[src/hdl/cbz_pkg.sv]
package cbz_pkg;

    localparam int COORD_W  = 24;
    localparam int WEIGHT_W = 18;
    localparam int FRAC_W   = 16;
    localparam int INDEX_W  = 8;
    localparam int PROD_W   = COORD_W + WEIGHT_W;
    localparam int ACC_W    = PROD_W + 2;

    typedef logic signed [COORD_W-1:0]  coord_t;
    typedef logic signed [WEIGHT_W-1:0] weight_t;
    typedef logic signed [PROD_W-1:0]   prod_t;

    typedef struct packed {
        coord_t start_x;
        coord_t start_y;
        coord_t ctrl_a_x;
        coord_t ctrl_a_y;
        coord_t ctrl_b_x;
        coord_t ctrl_b_y;
        coord_t end_x;
        coord_t end_y;
    } curve_t;

    typedef struct packed {
        coord_t               sample_x;
        coord_t               sample_y;
        logic [INDEX_W-1:0]   sample_index;
        logic                 last_sample;
    } sample_t;

    typedef struct packed {
        weight_t w0;
        weight_t w1;
        weight_t w2;
        weight_t w3;
    } weight_set_t;

    typedef struct packed {
        logic               valid;
        logic [INDEX_W-1:0] index;
        logic               last;
    } step_t;

endpackage

[src/hdl/cbz_seq.sv]
module cbz_seq #(
    parameter int POINTS = 32
) (
    input  logic                clk,
    input  logic                rst_n,
    input  logic                start,
    output logic                busy,
    output cbz_pkg::weight_set_t weights,
    output cbz_pkg::step_t      step
);

    localparam int IDXW = (POINTS > 2) ? $clog2(POINTS) : 1;
    localparam longint unsigned N = longint'(POINTS - 1);
    localparam longint unsigned DEN = N * N * N;
    localparam logic [IDXW-1:0] LAST_IDX = IDXW'(POINTS - 1);

    cbz_pkg::weight_t w0_tab [POINTS];
    cbz_pkg::weight_t w1_tab [POINTS];
    cbz_pkg::weight_t w2_tab [POINTS];
    cbz_pkg::weight_t w3_tab [POINTS];

    for (genvar g = 0; g < POINTS; g++)
    begin : g_weight
        localparam longint unsigned GI = longint'(g);
        localparam longint unsigned M = N - GI;
        localparam longint unsigned W1 = (3 * GI * M * M * 65536 + DEN / 2) / DEN;
        localparam longint unsigned W2 = (3 * GI * GI * M * 65536 + DEN / 2) / DEN;
        localparam longint unsigned W3 = (GI * GI * GI * 65536 + DEN / 2) / DEN;
        localparam longint W0 = longint'(65536) - longint'(W1) - longint'(W2)
                                - longint'(W3);
        assign w0_tab[g] = cbz_pkg::weight_t'(W0);
        assign w1_tab[g] = cbz_pkg::weight_t'(W1);
        assign w2_tab[g] = cbz_pkg::weight_t'(W2);
        assign w3_tab[g] = cbz_pkg::weight_t'(W3);
    end

    logic            active_reg, active_next;
    logic [IDXW-1:0] idx_reg, idx_next;
    logic            at_last;
    logic            accept;

    assign at_last = (idx_reg == LAST_IDX);
    assign busy    = active_reg && !at_last;
    assign accept  = start && !busy;

    always_comb
    begin
        active_next = active_reg;
        idx_next    = idx_reg;
        priority if (accept)
        begin
            active_next = 1'b1;
            idx_next    = '0;
        end
        else if (active_reg)
        begin
            if (at_last)
            begin
                active_next = 1'b0;
            end
            else
            begin
                idx_next = idx_reg + 1'b1;
            end
        end
    end

    always_ff @(posedge clk or negedge rst_n)
    begin
        if (!rst_n)
        begin
            active_reg <= 1'b0;
            idx_reg    <= '0;
        end
        else
        begin
            active_reg <= active_next;
            idx_reg    <= idx_next;
        end
    end

    assign weights.w0 = w0_tab[idx_reg];
    assign weights.w1 = w1_tab[idx_reg];
    assign weights.w2 = w2_tab[idx_reg];
    assign weights.w3 = w3_tab[idx_reg];

    assign step.valid = active_reg;
    assign step.index = cbz_pkg::INDEX_W'(idx_reg);
    assign step.last  = at_last;

endmodule

[config.mk]
export PLATFORM = sky130hd
export DESIGN_NAME = cbz_seq
export DESIGN_NICKNAME = d
export VERILOG_FILES = /design/src/hdl/cbz_pkg.sv /design/src/hdl/cbz_seq.sv
export SDC_FILE = /design/constraint.sdc
export NUM_CORES = 1
export LEC_CHECK = 0
export BUFFER_PORTS_ARGS = -buffer_cell sky130_fd_sc_hd__buf_2
export CAP_MARGIN = 10
export CORE_AREA = 10 10 82 119
export CTS_CLUSTER_DIAMETER = 40
export CTS_CLUSTER_SIZE = 8
export DETAILED_ROUTE_END_ITERATION = 7
export DIE_AREA = 0 0 92 129
export MAX_ROUTING_LAYER = met4
export REMOVE_ABC_BUFFERS = 1
export SLEW_MARGIN = 20
export SYNTH_ARGS = -nofsm -noshare
export SYNTH_HDL_FRONTEND = slang
export SYNTH_SLANG_ARGS = --single-unit
[constraint.sdc]
create_clock -name clk -period 2.7 [get_ports clk]
set_clock_uncertainty 0.2 [all_clocks]
set_input_delay 0.405 -clock clk [delete_from_list [all_inputs] [get_ports clk]]
set_output_delay 0.405 -clock clk [all_outputs]
set_load 0.05 [all_outputs]
==> impl_metrics.toml <==
[status]
status = "complete, no violations"

[routing]
vias = 4053
routedWlPerCell_microns = 22.4
viasPerCell = 6.22
ant_nets = 0
drt_iter0_drc = 436
drc = 0
first_pass_iters = 5
wl_mm = 14.6

[worst_setup_path]
path_max_fanout = 7
cp_top_family = "buffers and inverters"
cp_num_buf_inv = 4
worst_ep_arrival_time_ns = 2.07
critical_path_required_ns = 2.10
end_kind = "output pin"
crit_slowest_cell = "dfrtp_2"
max_stage_delay_ns = 0.43
critPathKind = "flip-flop to output pin"
start_kind = "flip-flop"
crit_chain = "inv_2 > buf_6 > ha_2 > buf_4 > nand2_1 > nand2_1 > o22ai_1 > o22ai_1 > buf_2"

[min_path]
hold_path.class = "input pin to flip-flop"

[cells_and_area]
fin_nets = 579
final_layout_size_suffix_gt1_share_pct = 32.4
seqCellArea_sq_um = 155
final_common_cell = "buf_4"
diodes = 0
largest_reg_flops = 5
multi_input_area_sq_um = 2600
syn2layout_area_growth_pct = 36.4
most-common-layout-cells = "buf_4 (73), nand2_1 (60), o21ai_0 (45)"
fill_cells = 830

[timing]
fmax_mhz = 374
slew_headroom_pct = 60.3
drv_slew = 0
rsz0062_at_grt = "true"
hold_viol_final = 0
period_needed_ns = 2.67
tightest_slew_ns = 0.595
post-route-period-util_pct = 99.0
setup_tns_ns = 0
setup_viol = 0

[logic_synthesis]
syn-cell-area_sq_um = 2970
synth_edf_count = 0
synthTopCellsByArea = "ha_1 (11%), o21ai_0 (8.3%), nand2_1 (7.6%)"
ys.flop_type = "dfrtp_1"
synth_top_area_share_pct = 10.5
ys_seq_area_share_pct = 5.05
syn_inst = 459
synthArstFlopShare_pct = 100
ys_warn_count = 0
ys_types = 56
synth_area_leader_cell = "ha_1"
ys_ff_latch = 6
postSynthAreaPerCell_sq_um = 6.47

[placement]
dp_hpwl_mm = 10.9
routabilityCongestion = 1.00
port_buffers = 74

[clock_network]
cts_tree = "yes"
cts_buffer_depth = 2
cts_inserted_buffers = 3
cts.clk_slew.worst_paths_ns = 0.04
cts_root_buf = "clkbuf_16"
clock_latency_ns = 0.23
cts_sinks = 6
htreeDepth = 1

[global_route]
grt_max_degree = 65
antenna_found_initial = 0
overflow = 0
grt_pass1_wl_mm = 22.1
grt_pass1_vias = 3953
track_usage_pct = 23.3

[floorplan]
dieArea_sq_um = 11900
initial_core_util_pct = 39.0
num_io_pins = 86
row_count = 39
die_w_microns = 92
core_sq_um = 7610
die_h_microns = 129

[flow_run]
maxCapViolCount = 0
==> cell families after synthesis <==
kind of cell               after synthesis  share of synthesized area, %
xor gates and xnor gates                 5                          1.47
adders and majority gates               25                          10.5
and+or+nand+nor                        167                          26.3
AOI/OAI and AO/OA                      172                          37.1
DFF                                      6                          5.05
other                                    1                         0.126
buffers and inverters                   71                          13.5
muxes                                   12                          5.94
==> routing by layer <==
| layer | vias to the layer above | track usage (%) | wire length [microns] |
|---|---|---|---|
| li1 | 1829 | - | - |
| met1 | 1903 | 27.0 | 5560 |
| met2 | 261 | 39.2 | 7290 |
| met3 | 60 | 2.62 | 1020 |
| met4 | 0 | 10.9 | 752 |
| met5 | - | - | 0 |
==> cell type report <==
cell class / instances / area share, %
Tap cell: 102 / 3.15
Inverter: 11 / 1.11
Multi-Input combinational cell: 392 / 64.2
Timing Repair Buffer: 137 / 25.7
Sequential cell: 6 / 3.83
Clock buffer: 4 / 1.94
==> cells in the mapped netlist, types with 4 or more instances <==
master	n
nand2_1	60
o21ai_0	49
nor2_1	39
a21oi_1	34
buf_2	33
ha_1	25
nand2b_1	22
buf_4	19
nand3_1	12
a31oi_1	11
nor2b_1	10
inv_1	9
o211ai_1	9
a211oi_1	8
o221ai_1	8
nor3_1	7
dfrtp_1	6
clkbuf_1	5
mux2_2	5
o21ai_1	5
o22ai_1	5
o31ai_1	5
a22oi_1	4
and2_1	4
mux4_2	4
o311ai_0	4
xnor2_1	4
==> stage by stage <==
stage	std cells	instance area (sq um)	util, %	hold slack, ns	worst slack [ns]
floorplan	409	2650	-	-0.0906	-2.67
global placement	641	3620	47.6	0.0344	0.143
detailed placement	641	3620	47.6	0.0402	0.104
CTS	646	3790	49.8	0.199	-0.0397
global route	652	4050	53.3	0.231	-0.0161
finish	652	4050	53.3	0.211	0.0259
==> timing repair <==
action                                  CTS  global route
resized for setup                        30            52
endpoints found under the setup margin   27            46
setup buffers                             0             4
pin swaps                                 0             2
cloned                                    0             2
hold endpoints to repair                  6             0
hold buffers                              1             0
==> final timing paths <==
path | startpoint | depth (start not counted) | to | slack [ns]
hold / removal | start | 2 | idx_reg[4] | 0.21
hold reg to reg | active_reg | 2 | idx_reg[0] | 0.48
max in group asynchronous | rst_n | 2 | idx_reg[0] | 1.80
min in group asynchronous | rst_n | 2 | idx_reg[4] | 0.34
setup reg to reg | idx_reg[1] | 11 | idx_reg[3] | 0.36
setup / recovery | idx_reg[0] | 9 | weights[12] | 0.03
Power is left out: the tool's default activity adds up to more than one toggle a clock period on the data nets, which glitch-free logic cannot reach.
